$ cat src/hw/rtl/lr_pkg.sv
`timescale 1ns / 1ps

package lr_pkg;

  // transaction kinds carried on the input tuser
  localparam logic OP_START   = 1'b0;
  localparam logic OP_ADVANCE = 1'b1;

  localparam int COLOR_BITS = 24;

  typedef logic [COLOR_BITS-1:0] color_t;

endpackage

$ cat src/hw/rtl/line_rasterizer.sv
`timescale 1ns / 1ps

// Bresenham line rasterizer covering all eight octants. A start transaction
// (tuser = OP_START) carries two endpoints and two colours; the block picks
// the major axis (x when |dy| <= |dx|, else y), walks it upward from the
// endpoint with the smaller major coordinate and returns that first pixel in
// first_color. Each advance transaction (tuser = OP_ADVANCE) returns the next
// pixel in rest_color, with tlast set on the final pixel of the line. An
// advance with no line in progress returns nothing; a start during a line
// drops the old line. Pipeline: an accepted transaction lands in an input
// register (endpoint differences are formed on the way in), then the setup
// or the error-term step runs and loads the result register; a new
// transaction is taken every cycle while the output is not held up. The
// start setup is the longest path: the magnitudes, the major-axis compare,
// then the error seed and the end-of-line compare. A result held up on the
// output stops the stage; an empty input register still takes one more
// transaction, after which s_axis_tready follows m_axis_tready directly.
module line_rasterizer #(
  parameter int COORD_BITS = 16
) (
  input  logic clk,
  input  logic rst,
  // input stream
  input  logic s_axis_tvalid,
  output logic s_axis_tready,
  // tdata, low bit up: x_start, y_start, x_end, y_end, first_color,
  // rest_color, zero padding to a whole byte
  input  logic [((4*COORD_BITS+2*lr_pkg::COLOR_BITS+7)/8)*8-1:0] s_axis_tdata,
  // tuser: op
  input  logic s_axis_tuser,
  // output stream
  output logic m_axis_tvalid,
  input  logic m_axis_tready,
  // tdata, low bit up: pixel_x, pixel_y, pixel_color, zero padding
  output logic [((2*COORD_BITS+lr_pkg::COLOR_BITS+7)/8)*8-1:0] m_axis_tdata,
  // tlast: last_pixel
  output logic m_axis_tlast
);
  import lr_pkg::*;

  localparam int CB       = COORD_BITS;
  localparam int ERR_BITS = COORD_BITS + 4;
  localparam int OUT_BITS = ((2*COORD_BITS+COLOR_BITS+7)/8)*8;

  // input register (differences formed as the transaction is taken)
  logic                in_valid;
  logic                in_op;
  logic [CB-1:0]       in_x1, in_y1, in_x2, in_y2;
  logic [CB:0]         in_dx, in_dy;
  color_t              in_c1, in_c2;

  // line state
  logic signed [CB-1:0]       cur_x, cur_y, major_end;
  logic signed [ERR_BITS-1:0] error_term;
  logic [ERR_BITS-1:0]        inc_flat, inc_diag;
  logic                       same_sign;
  logic                       x_major;
  logic                       line_active;
  color_t                     held_color;

  // next values
  logic signed [CB-1:0]       cur_x_next, cur_y_next, major_end_next;
  logic signed [ERR_BITS-1:0] error_term_next;
  logic [ERR_BITS-1:0]        inc_flat_next, inc_diag_next;
  logic                       same_sign_next, x_major_next, line_active_next;
  color_t                     held_color_next, res_color;
  logic                       res_last, produce;

  // setup helpers
  logic [CB:0]     abs_dx, abs_dy, maj_abs, min_abs;
  logic            st_x_major, st_rev;
  logic [CB-1:0]   st_major;
  // step helpers
  logic            err_pos, take_diag;
  logic [CB-1:0]   maj_step, min_step, min_cur;

  logic out_free, fire;

  assign out_free      = !m_axis_tvalid || m_axis_tready;
  assign fire          = in_valid && out_free;
  assign s_axis_tready = !in_valid || out_free;

  always_comb begin
    // setup for a start transaction
    abs_dx     = in_dx[CB] ? (~in_dx + 1'b1) : in_dx;
    abs_dy     = in_dy[CB] ? (~in_dy + 1'b1) : in_dy;
    st_x_major = abs_dy <= abs_dx;
    st_rev     = st_x_major ? in_dx[CB] : in_dy[CB];
    maj_abs    = st_x_major ? abs_dx : abs_dy;
    min_abs    = st_x_major ? abs_dy : abs_dx;

    // step for an advance transaction
    err_pos   = !error_term[ERR_BITS-1];
    take_diag = x_major ? err_pos : (err_pos && (error_term != '0));
    maj_step  = (x_major ? cur_x : cur_y) + CB'(1);
    min_cur   = x_major ? cur_y : cur_x;
    min_step  = same_sign ? (min_cur + CB'(1)) : (min_cur - CB'(1));
    st_major  = '0;

    cur_x_next       = cur_x;
    cur_y_next       = cur_y;
    major_end_next   = major_end;
    error_term_next  = error_term;
    inc_flat_next    = inc_flat;
    inc_diag_next    = inc_diag;
    same_sign_next   = same_sign;
    x_major_next     = x_major;
    line_active_next = line_active;
    held_color_next  = held_color;
    res_color        = held_color;
    res_last         = 1'b0;
    produce          = 1'b0;

    if (in_op == OP_START) begin
      produce         = 1'b1;
      cur_x_next      = st_rev ? in_x2 : in_x1;
      cur_y_next      = st_rev ? in_y2 : in_y1;
      major_end_next  = st_x_major ? (st_rev ? in_x1 : in_x2)
                                   : (st_rev ? in_y1 : in_y2);
      st_major        = st_x_major ? (st_rev ? in_x2 : in_x1)
                                   : (st_rev ? in_y2 : in_y1);
      inc_flat_next   = {2'b00, min_abs, 1'b0};
      inc_diag_next   = {2'b00, min_abs, 1'b0} - {2'b00, maj_abs, 1'b0};
      error_term_next = {2'b00, min_abs, 1'b0} - {3'b000, maj_abs};
      same_sign_next  = (in_dx[CB] == in_dy[CB]) && (in_dx != '0) && (in_dy != '0);
      x_major_next    = st_x_major;
      held_color_next = in_c2;
      res_color       = in_c1;
      res_last        = $signed(st_major) >= $signed(major_end_next);
      line_active_next = !res_last;
    end else if (line_active) begin
      produce         = 1'b1;
      error_term_next = error_term + (take_diag ? inc_diag : inc_flat);
      if (x_major) begin
        cur_x_next = maj_step;
        cur_y_next = take_diag ? min_step : cur_y;
      end else begin
        cur_y_next = maj_step;
        cur_x_next = take_diag ? min_step : cur_x;
      end
      res_last         = $signed(maj_step) >= major_end;
      line_active_next = !res_last;
    end
  end

  always_ff @(posedge clk) begin
    if (rst) begin
      in_valid      <= 1'b0;
      m_axis_tvalid <= 1'b0;
      line_active   <= 1'b0;
    end else begin
      // input register
      if (s_axis_tvalid && s_axis_tready) begin
        in_valid <= 1'b1;
      end else if (fire) begin
        in_valid <= 1'b0;
      end

      // state update and result register
      if (fire) begin
        line_active <= line_active_next;
      end
      if (out_free) begin
        m_axis_tvalid <= fire && produce;
      end
    end
  end

  // payload registers, no reset needed
  always_ff @(posedge clk) begin
    if (s_axis_tvalid && s_axis_tready) begin
      in_op <= s_axis_tuser;
      in_x1 <= s_axis_tdata[0*CB +: CB];
      in_y1 <= s_axis_tdata[1*CB +: CB];
      in_x2 <= s_axis_tdata[2*CB +: CB];
      in_y2 <= s_axis_tdata[3*CB +: CB];
      in_c1 <= s_axis_tdata[4*CB +: COLOR_BITS];
      in_c2 <= s_axis_tdata[4*CB+COLOR_BITS +: COLOR_BITS];
      in_dx <= {s_axis_tdata[3*CB-1], s_axis_tdata[2*CB +: CB]}
             - {s_axis_tdata[CB-1], s_axis_tdata[0 +: CB]};
      in_dy <= {s_axis_tdata[4*CB-1], s_axis_tdata[3*CB +: CB]}
             - {s_axis_tdata[2*CB-1], s_axis_tdata[CB +: CB]};
    end
    if (fire) begin
      cur_x      <= cur_x_next;
      cur_y      <= cur_y_next;
      major_end  <= major_end_next;
      error_term <= error_term_next;
      inc_flat   <= inc_flat_next;
      inc_diag   <= inc_diag_next;
      same_sign  <= same_sign_next;
      x_major    <= x_major_next;
      held_color <= held_color_next;
    end
    if (fire && produce) begin
      m_axis_tdata <= OUT_BITS'({res_color, cur_y_next, cur_x_next});
      m_axis_tlast <= res_last;
    end
  end

  // nothing comes out in the cycle after reset
  a_reset_quiet: assert property (@(posedge clk) rst |=> !m_axis_tvalid)
    else $error("result valid straight after reset");

  // a line that is still running has pixels left on its major axis
  a_active_bounded: assert property (@(posedge clk) disable iff (rst)
    line_active |-> (x_major ? (cur_x < major_end) : (cur_y < major_end)))
    else $error("active line already at its end");

  // the final pixel of a line leaves the block idle
  a_last_ends_line: assert property (@(posedge clk) disable iff (rst)
    (fire && produce && res_last) |=> !line_active)
    else $error("line still active after its last pixel");

  // an advance with no line in progress loads no result
  a_idle_advance: assert property (@(posedge clk) disable iff (rst)
    (fire && (in_op == OP_ADVANCE) && !line_active) |=> !m_axis_tvalid)
    else $error("advance while idle produced a pixel");

endmodule
$ cat config.mk
export PLATFORM = sky130hd
export DESIGN_NAME = line_rasterizer
export DESIGN_NICKNAME = d
export VERILOG_FILES = /design/src/hw/rtl/lr_pkg.sv /design/src/hw/rtl/line_rasterizer.sv
export SDC_FILE = /design/constraint.sdc
export NUM_CORES = 1
export LEC_CHECK = 0
export ABC_AREA = 1
export BUFFER_PORTS_ARGS = -buffer_cell sky130_fd_sc_hd__buf_2
export CAP_MARGIN = 20
export CORE_MARGIN = 5
export CORE_UTILIZATION = 50
export CTS_CLUSTER_DIAMETER = 200
export DETAILED_ROUTE_END_ITERATION = 10
export PLACE_DENSITY = 0.83
export SLEW_MARGIN = 0
export SYNTH_ARGS = -nofsm -noshare
export SYNTH_HDL_FRONTEND = slang
export SYNTH_SLANG_ARGS = --single-unit
export TNS_END_PERCENT = 20
$ cat constraint.sdc
create_clock -name clk -period 5.2 [get_ports clk]
set_clock_uncertainty 0.05 [all_clocks]
set_input_delay 1.04 -clock clk [delete_from_list [all_inputs] [get_ports clk]]
set_output_delay 1.04 -clock clk [all_outputs]
set_load 0.005 [all_outputs]
# Yosys cells after proc, flatten, opt, wreduce, memory -nomap -nowiden
# Cells that the tools add are included.
# word_totals
register_bits	338
latch_bits	0
ram_bits	0
romBits	0
input_bits	117
out_inout_bits	59
word_cells	95
mem_count	0
# classes
n_addsub	10
mul	0
div	0
order_cmp	3
eq_ne	2
n_shift	0
n_mux	35
bitwise	3
n_reduce_logical	19
# op_table
cell	n
$mux 16	17
$mux 17	4
$mux 20	3
$add 17x1->17 const B	2
$not 17->17	2
$reduce_bool 17->1	2
$sub 16x16->17	2
$ge 16x16->1	2
$mux 24	1
$add 20x20->20	1
$reduce_bool 20->1	1
$sub 18x17->19	1
$sub 18x18->19	1
$le 17x17->1	1
$add 16x1->16 const B	1
$add 16x2->16 const B	1
$sub 16x1->16 const B	1
$mux 1	10
$logic_and 1x1->1	6
$logic_not 1->1	5
$reduce_and 2->1	2
$logic_or 1x1->1	2
$ne 2x1->1 const B	1
$reduce_bool 2->1	1
2 further kinds	2

# Depth between registers and ports, before layout
# Gate-level depths: netlist of the first run.
# depth
depth_word	10
depth_mapped	42

# Worst setup path before layout of the first run
# OpenSTA, ideal clock, no wires.
# synth_path
path_type	input-to-reg
from	in m_axis_tready
to	reg held_color[0] (enable)
t_arrival_ns	4.450
path_slack_ns	0.188
stages	4
cell_sequence	inv_1 -> nand2_1 -> nand2_1 -> nor2_1
# synth_via
elab_chain_cells	3
# synth_rtl
item	line	rtl
from (decl)	line_rasterizer.sv:33	input logic m_axis_tready,
$logic_or 1x1->1	line_rasterizer.sv:79	assign out_free = !m_axis_tvalid || m_axis_tready;
$logic_and 1x1->1	line_rasterizer.sv:80	assign fire = in_valid && out_free;
$reduce_and 2->1 (no source line)	-	
to (signal assigned)	line_rasterizer.sv:193	held_color <= held_color_next;
to (decl)	line_rasterizer.sv:59	color_t held_color;
# No other way between the ends.
# A chain may end at the register's enable or synchronous reset.

# Worst setup path in the final report of the first run
# layout_path
from	reg in_dx[0]
to	reg m_axis_tlast, data pin
# layout_via
elab_chain_cells	9
word_cells_on_any_way	13
cone_classes	add/sub: 1; order compare: 2; mux: 9; bitwise: 1
# layout_rtl
item	line	rtl
from (decl)	line_rasterizer.sv:49	logic [CB:0] in_dx, in_dy;
from (signal assigned)	line_rasterizer.sv:179	in_dx <= {s_axis_tdata[3*CB-1], s_axis_tdata[2*CB +: CB]}
$not 17->17	line_rasterizer.sv:85	abs_dx = in_dx[CB] ? (~in_dx + 1'b1) : in_dx;
$add 17x1->17	line_rasterizer.sv:85	
$mux 17 (*)	line_rasterizer.sv:85	
$le 17x17->1 (*)	line_rasterizer.sv:87	st_x_major = abs_dy <= abs_dx;
$mux 1	line_rasterizer.sv:88	st_rev = st_x_major ? in_dx[CB] : in_dy[CB];
$mux 16, on equally long branches	-	
$mux 16, on equally long branches	line_rasterizer.sv:120, line_rasterizer.sv:118	
$ge 16x16->1 (*)	line_rasterizer.sv:129	res_last = $signed(st_major) >= $signed(major_end_next);
$mux 1 (*)	line_rasterizer.sv:114	if (in_op == OP_START) begin
via res_last	line_rasterizer.sv:67	logic res_last, produce;
to (signal assigned)	line_rasterizer.sv:197	m_axis_tlast <= res_last;
to (decl)	line_rasterizer.sv:37	output logic m_axis_tlast
# Mark *: on every way through the listed nets, which the timed path passes. The rest lies on a longest branch.

==> impl_results.md, run 1 <==
- Post-route insts no fill: 3279
- Largest fanout of any net on the critical path: 8
- Layout overhead on the synthesized area: 17.5%
- Maximum clock rate: 0.196 GHz
- RD Place Congestion: approximately 1
- Synthesis-stage register bit count: around 340
- Die outline width: ~220 um
- Largest cells by area after synthesis: edfxtp_1 (47%), nand2_1 (12%), ha_1 (7.9%), inv_1 (5.6%), o21ai_0 (4.0%)
- Count of final setup violators: 0
- Initial Utilization: 0.503
- Slew headroom: 0.251
- Number of cell rows: 75
- # H-tree levels: 2
- Placed Instances: around 3200
- Proportion of synthesized chip area in sequential cells: 0.478
- Combinational Power Share: 0.469
- CTS tree: yes
- Drt initial violations: about 2100
- Number of clock buffers inserted by TritonCTS: 37
- Switching part of the total power: 0.398
- Half-perimeter wire length after placement: 44400 um
- Synth Instances: 2464
- Clock slew at reported path FFs: about 0.07 ns
- Vias: roughly 19000
- Setup_tns: 0 ns
- Count of nets left with antenna violations after detail routing: 0
- CP endpoint kind: register
- Cell taking the most area after synthesis: edfxtp_1
- Most Frequent Cell on Critical Path: nand2_1
- Required time of the critical path: 5.44 ns
- Fillers: roughly 3500
- Max-slew violation count: 0
- Run status: complete, no violations
- Worst-path cell with the longest stage delay: edfxtp_1
- Number of buffer and inverter instances along the worst setup path: 9
- Worst setup slack before clock tree synthesis: -0.112 ns
- Total track usage: 0.244
- Num Clock Sinks: approximately 340
- Crit Path Class: register to register
- Core Util, Final: 0.592
- Largest net degree at the start of global routing: between 100 and 150
- Share of async-settable or async-resettable flops after synthesis: 0
- Worst-margin pin slew: ~1.1 ns
- Type of element launching the critical path: register
- Max VDD drop: between 0.2 and 0.3 mV
- Ratio of cells with drive above 1 in the final layout: 0.163
- Sequential share of power: 0.306
- Number of buffers between clock root and the deepest sink: 3
- Int Power: approximately 6.9 mW
- Wirelength, routed: ~60000 um
- Net switching power of the design: approximately 4.6 mW
- Wirelength per Cell: between 15 and 20 um
- Die Span Y: approximately 220 um
- Data arrival time of the critical path: about 5.3 ns
- Remaining routing DRC violations: 0
- Minimum clock period after layout: 5.09 ns
- Critical path's top delay family: simple AND/OR/NAND/NOR gates
- Max-capacitance violation count: 0
- I/O pin count: about 180
- Number of enable flip-flop cells after synthesis: 333
- Synthesis Warnings: 0
- HP Class: register to register
- Netlist cell types: 54
- Proportion of netlist area held by the largest area contributor: 0.475
- Pre-Repair DR Iteration Count: 6
- Number of global-route vias before repair: ~17000
- Final Net Count: 2968
- Area inside the core boundary: between 40000 and 50000 um^2
- Cell at the root of the clock tree: clkbuf_16
- Share of power burned in the clock network: 0.225
- Routed via count divided by cell count: around 5.7
- Mean post-synth cell area: between 8 and 9 um^2
- Leakage power total: roughly 11 nW
- Number of antenna violations at the first check in global routing: 2
- Setup repair after global routing missed its margin: true
- Crit share post-route: 0.979
- Clock Latency Late Sink: ~0.56 ns
- Most frequently used flop master after synthesis: edfxtp_1
- Congestion Overflow GR: 0
- First-pass GRT wire length: between 90000 and 100000 um
- Number of endpoints with negative hold slack in the final report: 0
- Netlist Area Pre-Place: 21100 um^2
- Syn_nets: 2719
- Power density over the cells: roughly 460 nW/um^2
- I/O Buffers: between 150 and 200
- Fin worst setup slack: about 0.11 ns
- Crit-path max cell delay: approximately 0.41 ns
- Area enclosed by the die boundary: between 40000 and 50000 um^2
- # hold bufs at CTS: 0
synth_stat cells, types with 9 or more instances:
master / number
o21ai_1: 40
nand2_2: 15
xor2_1: 54
a21oi_1: 166
a31oi_1: 9
xnor2_1: 15
nor3_1: 21
nand4_1: 22
o21ai_0: 168
inv_1: 316
nand2_1: 692
edfxtp_1: 333
nor4_1: 12
nand3b_1: 13
o211ai_1: 52
ha_1: 133
clkbuf_1: 47
nor2_1: 127
nand3_1: 105
buf_2: 12
flip-flops by register name (all words and copies together), names as in the netlist, 17 cells and up:
signal and cells:
in_dx 17, held_color 24, m_axis_tdata 56, in_c2 24, in_c1 24, error_term 20, inc_flat 17, inc_diag 18
in_dy 17
routing by layer:
metal  share of wire  global-route usage  vias up
li1                -                   -     8870
met1            0.43               0.351     8699
met2            0.46               0.390      933
met3           0.086              0.0388      135
met4           0.027              0.0666        0
met5               0                   0        -
final cells by class:
class                           instances  area [um^2]  share of cell area
Sequential cell                       336        10100               0.406
Multi-Input combinational cell       1730         9770               0.395
Timing Repair Buffer                  278         1810              0.0730
Inverter                              326         1240              0.0500
Clock buffer                           48          987              0.0399
Tap cell                              539          674              0.0272
Clock inverter                         16          193             0.00778
Timing Repair inverter                  4         22.5            0.000910
Antenna cell                            2         5.00            0.000202
power by group through the flow:
stage,sequential (mW),clock (mW),combinational (mW)
after floorplan,3.54,0,3.31
after global placement,3.57,0,4.63
after detailed placement,3.57,0,4.78
after CTS,3.52,2.63,4.84
after global routing,3.54,2.75,5.95
final,3.52,2.59,5.40
placed cells by master, fill, tap and decap left out, types with 5 or more instances in the layout:
master     instances
a211oi_1           5
ha_1             123
nor3_1            18
nor2_4             9
ha_4               7
buf_6              5
edfxtp_1         333
nand3b_1          13
inv_2             13
o31ai_1            7
a21oi_2            6
clkbuf_16         40
o22ai_1            7
nor4_1            12
nor2_2             6
o211ai_1          52
fa_1               5
nand4_1           22
a21oi_1          164
o21ai_2           20
o221ai_1           5
nor3_2             5
a21boi_0           6
xor2_1            52
nand2_2           20
xnor2_1           15
buf_12             7
clkinv_1           5
buf_2            175
clkbuf_1           9
o21ai_1           42
nand3_1          103
a31oi_1            9
o21ai_0          149
buf_4             88
clkinv_2           5
nor2_1           117
nand2_1          685
inv_1            307
metrics by stage:
step	power, mW	instance area (um^2)	hold slack (ns)
finish	11.5	24800	0.366
detailed placement	8.35	22900	0.355
CTS	11.0	24100	0.368
floorplan	6.85	21100	0.350
global route	12.2	24800	0.370
global placement	8.19	22900	0.353
cell families after synthesis:
kind of cell	share of synthesized area
buf+inv	0.0741
simple gates	0.202
mux	0.00143
flops	0.478
fa+ha+maj	0.0838
xor+xnor	0.0287
compound gates	0.132
repair_timing:
action | CTS | global route
gates resized for setup | 5 | 99
endpoints found under the setup margin | 4 | 15
setup buffers | 2 | 25
pin swaps | 1 | 30
cloned | 0 | 10
final timing paths:
| path | startpoint | cells after the start | end | slack [ns] |
|---|---|---|---|---|
| max | in_dx[0] | 37 | m_axis_tlast | 0.11 |
| min | in_c2[4] | 0 | held_color[4] | 0.37 |
| max reg2reg | in_dx[0] | 37 | m_axis_tlast | 0.11 |
| min reg2reg | in_c2[4] | 0 | held_color[4] | 0.37 |
Power figures use the tool's default switching activity.
==> inputs of run 2 (changes only) <==
--- a/config.mk
+++ b/config.mk
@@ -8,3 +8,2 @@
 export ABC_AREA = 1
-export BUFFER_PORTS_ARGS = -buffer_cell sky130_fd_sc_hd__buf_2
 export CAP_MARGIN = 20
@@ -14,3 +13,4 @@
 export DETAILED_ROUTE_END_ITERATION = 10
-export PLACE_DENSITY = 0.83
+export DONT_BUFFER_PORTS = 1
+export PLACE_DENSITY = 0.8
 export SLEW_MARGIN = 0
==> constraint.sdc (replaced) <==
create_clock -name clk -period 5.2 [get_ports clk]
set_clock_uncertainty 0.05 [all_clocks]
set_input_delay 1.3 -clock clk [delete_from_list [all_inputs] [get_ports clk]]
set_output_delay 1.3 -clock clk [all_outputs]
set_load 0.005 [all_outputs]
==> run 2 against run 1 <==
  * Final cell count shrank 4.9%
  * Critical path depth fell by 8
  * Non-clock buffer count is 161 lower
  * Sequential power hardly changed
  * Core utilization shrank 1.3 points
  * Via count shrank 3.8%
  * Largest power group unchanged
==> impl_results.md, run 2 (synthesized netlist as in run 1, its figures left out) <==
- CP endpoint kind: register
- Final Net Count: 2805 (-5.5%)
- Combinational Power Share: 0.471 (+0.002)
- Most common cell after layout, fill and taps aside: nand2_1
- Area used by multi-input combinational logic: 9970 um^2 (+2.0%)
- Required time of the critical path: 5.57 ns (+0.13 ns)
- RD Place Congestion: 0.937 (-6.6%)
- Largest fanout of any net on the critical path: 13 (+5)
- Initial Utilization: 0.503 (unchanged)
- Most used routing layer: met2
- Die outline width: 215 um (unchanged)
- # H-tree levels: 2 (unchanged)
- Count of nets left with antenna violations after detail routing: 0 (unchanged)
- Placed Instances: 3025 (-4.8%)
- Vias: 17900 (-3.8%)
- Fillers: 3549 (+1.4%)
- Number of global-route vias before repair: 16600 (-3.8%)
- Total track usage: 0.243 (-0.00126)
- Worst setup slack before clock tree synthesis: -0.0553 ns (+0.0563 ns)
- Largest net degree at the start of global routing: 98 (-14%)
- Minimum clock period after layout: 4.96 ns (-0.130 ns)
- Number of buffer and inverter instances along the worst setup path: 5 (-4)
- Crit-path max cell delay: 0.38 ns (-0.03 ns)
- Remaining routing DRC violations: 0 (unchanged)
- Layout overhead on the synthesized area: 14.9%
- CTS tree: yes
- Count of final setup violators: 0 (unchanged)
- HP Class: register to register
- Critical path's top delay family: simple AND/OR/NAND/NOR gates
- Met1 global-route usage: 0.347 (-0.00395)
- Net switching power of the design: 4.58 mW (-0.18%)
- First-pass GRT wire length: 90500 um (-1.5%)
- Number of cell rows: 75 (unchanged)
- Max-slew violation count: 0 (unchanged)
- Cell at the root of the clock tree: clkbuf_16
- Data arrival time of the critical path: 5.33 ns (about the same)
- Sequential share of power: 0.303 (-0.003)
- Half-perimeter wire length after placement: 45000 um (+1.3%)
- Worst-path cell with the longest stage delay: or3_1
- Maximum clock rate: 0.202 GHz (+2.6%)
- Ratio of cells with drive above 1 in the final layout: 0.115 (-0.0474)
- Congestion Overflow GR: 0 (unchanged)
- Area inside the core boundary: 41900 um^2 (unchanged)
- Clock slew at reported path FFs: 0.06 ns (about the same)
- Slew headroom: 0.271 (+0.0206)
- Number of endpoints with negative hold slack in the final report: 0 (unchanged)
- Most Frequent Cell on Critical Path: nand2_1
- Die Span Y: 215 um (unchanged)
- Routed via count divided by cell count: 5.75 (+1.1%)
- Met2 GRT Util: 0.380 (-0.0100)
- Met3 capacity usage during global routing: 0.0486 (+0.00971)
- Wirelength, routed: 59800 um (about the same)
- Worst-margin pin slew: 1.09 ns (-0.0321 ns)
- Number of antenna violations at the first check in global routing: 1 (-1)
- Num Clock Sinks: 336 (unchanged)
- Max-capacitance violation count: 0 (unchanged)
- Top register by number of flip-flops: m_axis_tdata
- Number of buffers between clock root and the deepest sink: 3 (unchanged)
- Footprint of the flip-flops and latches: 10100 um^2 (unchanged)
- I/O pin count: 176 (unchanged)
- Int Power: 7.07 mW (+2.0%)
- Fin worst setup slack: 0.238 ns (+0.130 ns)
- Max VDD drop: 0.245 mV (-7.3%)
- Crit Path Class: register to register
- Number of clock buffers inserted by TritonCTS: 38 (+2.7%)
- Area enclosed by the die boundary: 46300 um^2 (unchanged)
- Share of power burned in the clock network: 0.226 (about the same)
- Pre-Repair DR Iteration Count: 8 (+2)
- Clock Latency Late Sink: 0.57 ns (about the same)
- Crit share post-route: 0.954 (-0.0251)
- Most frequent cells in the layout: nand2_1 (683), edfxtp_1 (333), inv_1 (306)
- Post-route insts no fill: 3118 (-4.9%)
- Switching part of the total power: 0.393 (-0.00521)
- Type of element launching the critical path: register
- Number of flip-flops in the largest register: 56 (unchanged)
- Core Util, Final: 0.578 (-0.0134)
- Power density over the cells: 481 nW/um^2 (+3.5%)
- Wirelength per Cell: 19.2 um (+5.2%)
- Run status: complete, no violations
- I/O Buffers: 0 (-100%)
- Leakage power total: 10.7 nW (-5.2%)
- Drt initial violations: 1992 (-6.2%)
- Count of antenna diodes in the layout: 0 (-2)
[run 2: cell count changes in the layout (fill, tap and decap cells not counted), sizes merged]
cell / change
clkinvlp: -3
diode: -2
buf: -163
clkbuf: +7
[run 2: final cells by class]
class | instances | share of cell area
Tap cell | 539 | 0.0279
Multi-Input combinational cell | 1730 | 0.412
Timing Repair inverter | 1 | 0.000259
Clock buffer | 53 | 0.0433
Sequential cell | 336 | 0.416
Inverter | 326 | 0.0510
Timing Repair Buffer | 117 | 0.0429
Clock inverter | 16 | 0.00688
[run 2: routing by layer]
metal | part of all wire | wire (um)
met5 | 0 | 0
met4 | 0.031 | 1860
met3 | 0.095 | 5650
met2 | 0.45 | 26900
met1 | 0.42 | 25400
[run 2: stage by stage]
stage	TNS [ns]	hold WS (ns)	power, mW	instance area, um^2
after global routing	-0.441	0.374	12.4	24200
after global placement	0	0.352	8.29	22200
after CTS	0	0.368	11.1	23400
after floorplan	-10.19	0.350	6.85	21100
final	0	0.366	11.6	24200
after detailed placement	-0.0782	0.355	8.43	22200
[run 2: power by group through the flow]
stage	sequential, mW	combinational [mW]	clock, mW
2_1_floorplan	3.54	3.31	0
3_3_place_gp	3.57	4.71	0
3_5_place_dp	3.58	4.84	0
4_1_cts	3.53	4.88	2.68
5_1_grt	3.55	6.03	2.81
6_report	3.53	5.48	2.63
[run 2: final timing paths]
path              from             end  slack [ns]  depth (start not counted)
max reg2reg   in_dy[1]  error_term[19]        0.24                         29
min reg2reg  in_c2[17]  held_color[17]        0.37                          0
min          in_c2[17]  held_color[17]        0.37                          0
max           in_dy[1]  error_term[19]        0.24                         29
[run 2: what timing repair did]
action	4_1_cts	5_1_grt
resized for setup	2	128
setup endpoints to repair	3	13
hold buffers	0	0
pin swaps	0	30
setup buffers	0	15
cloned	0	9
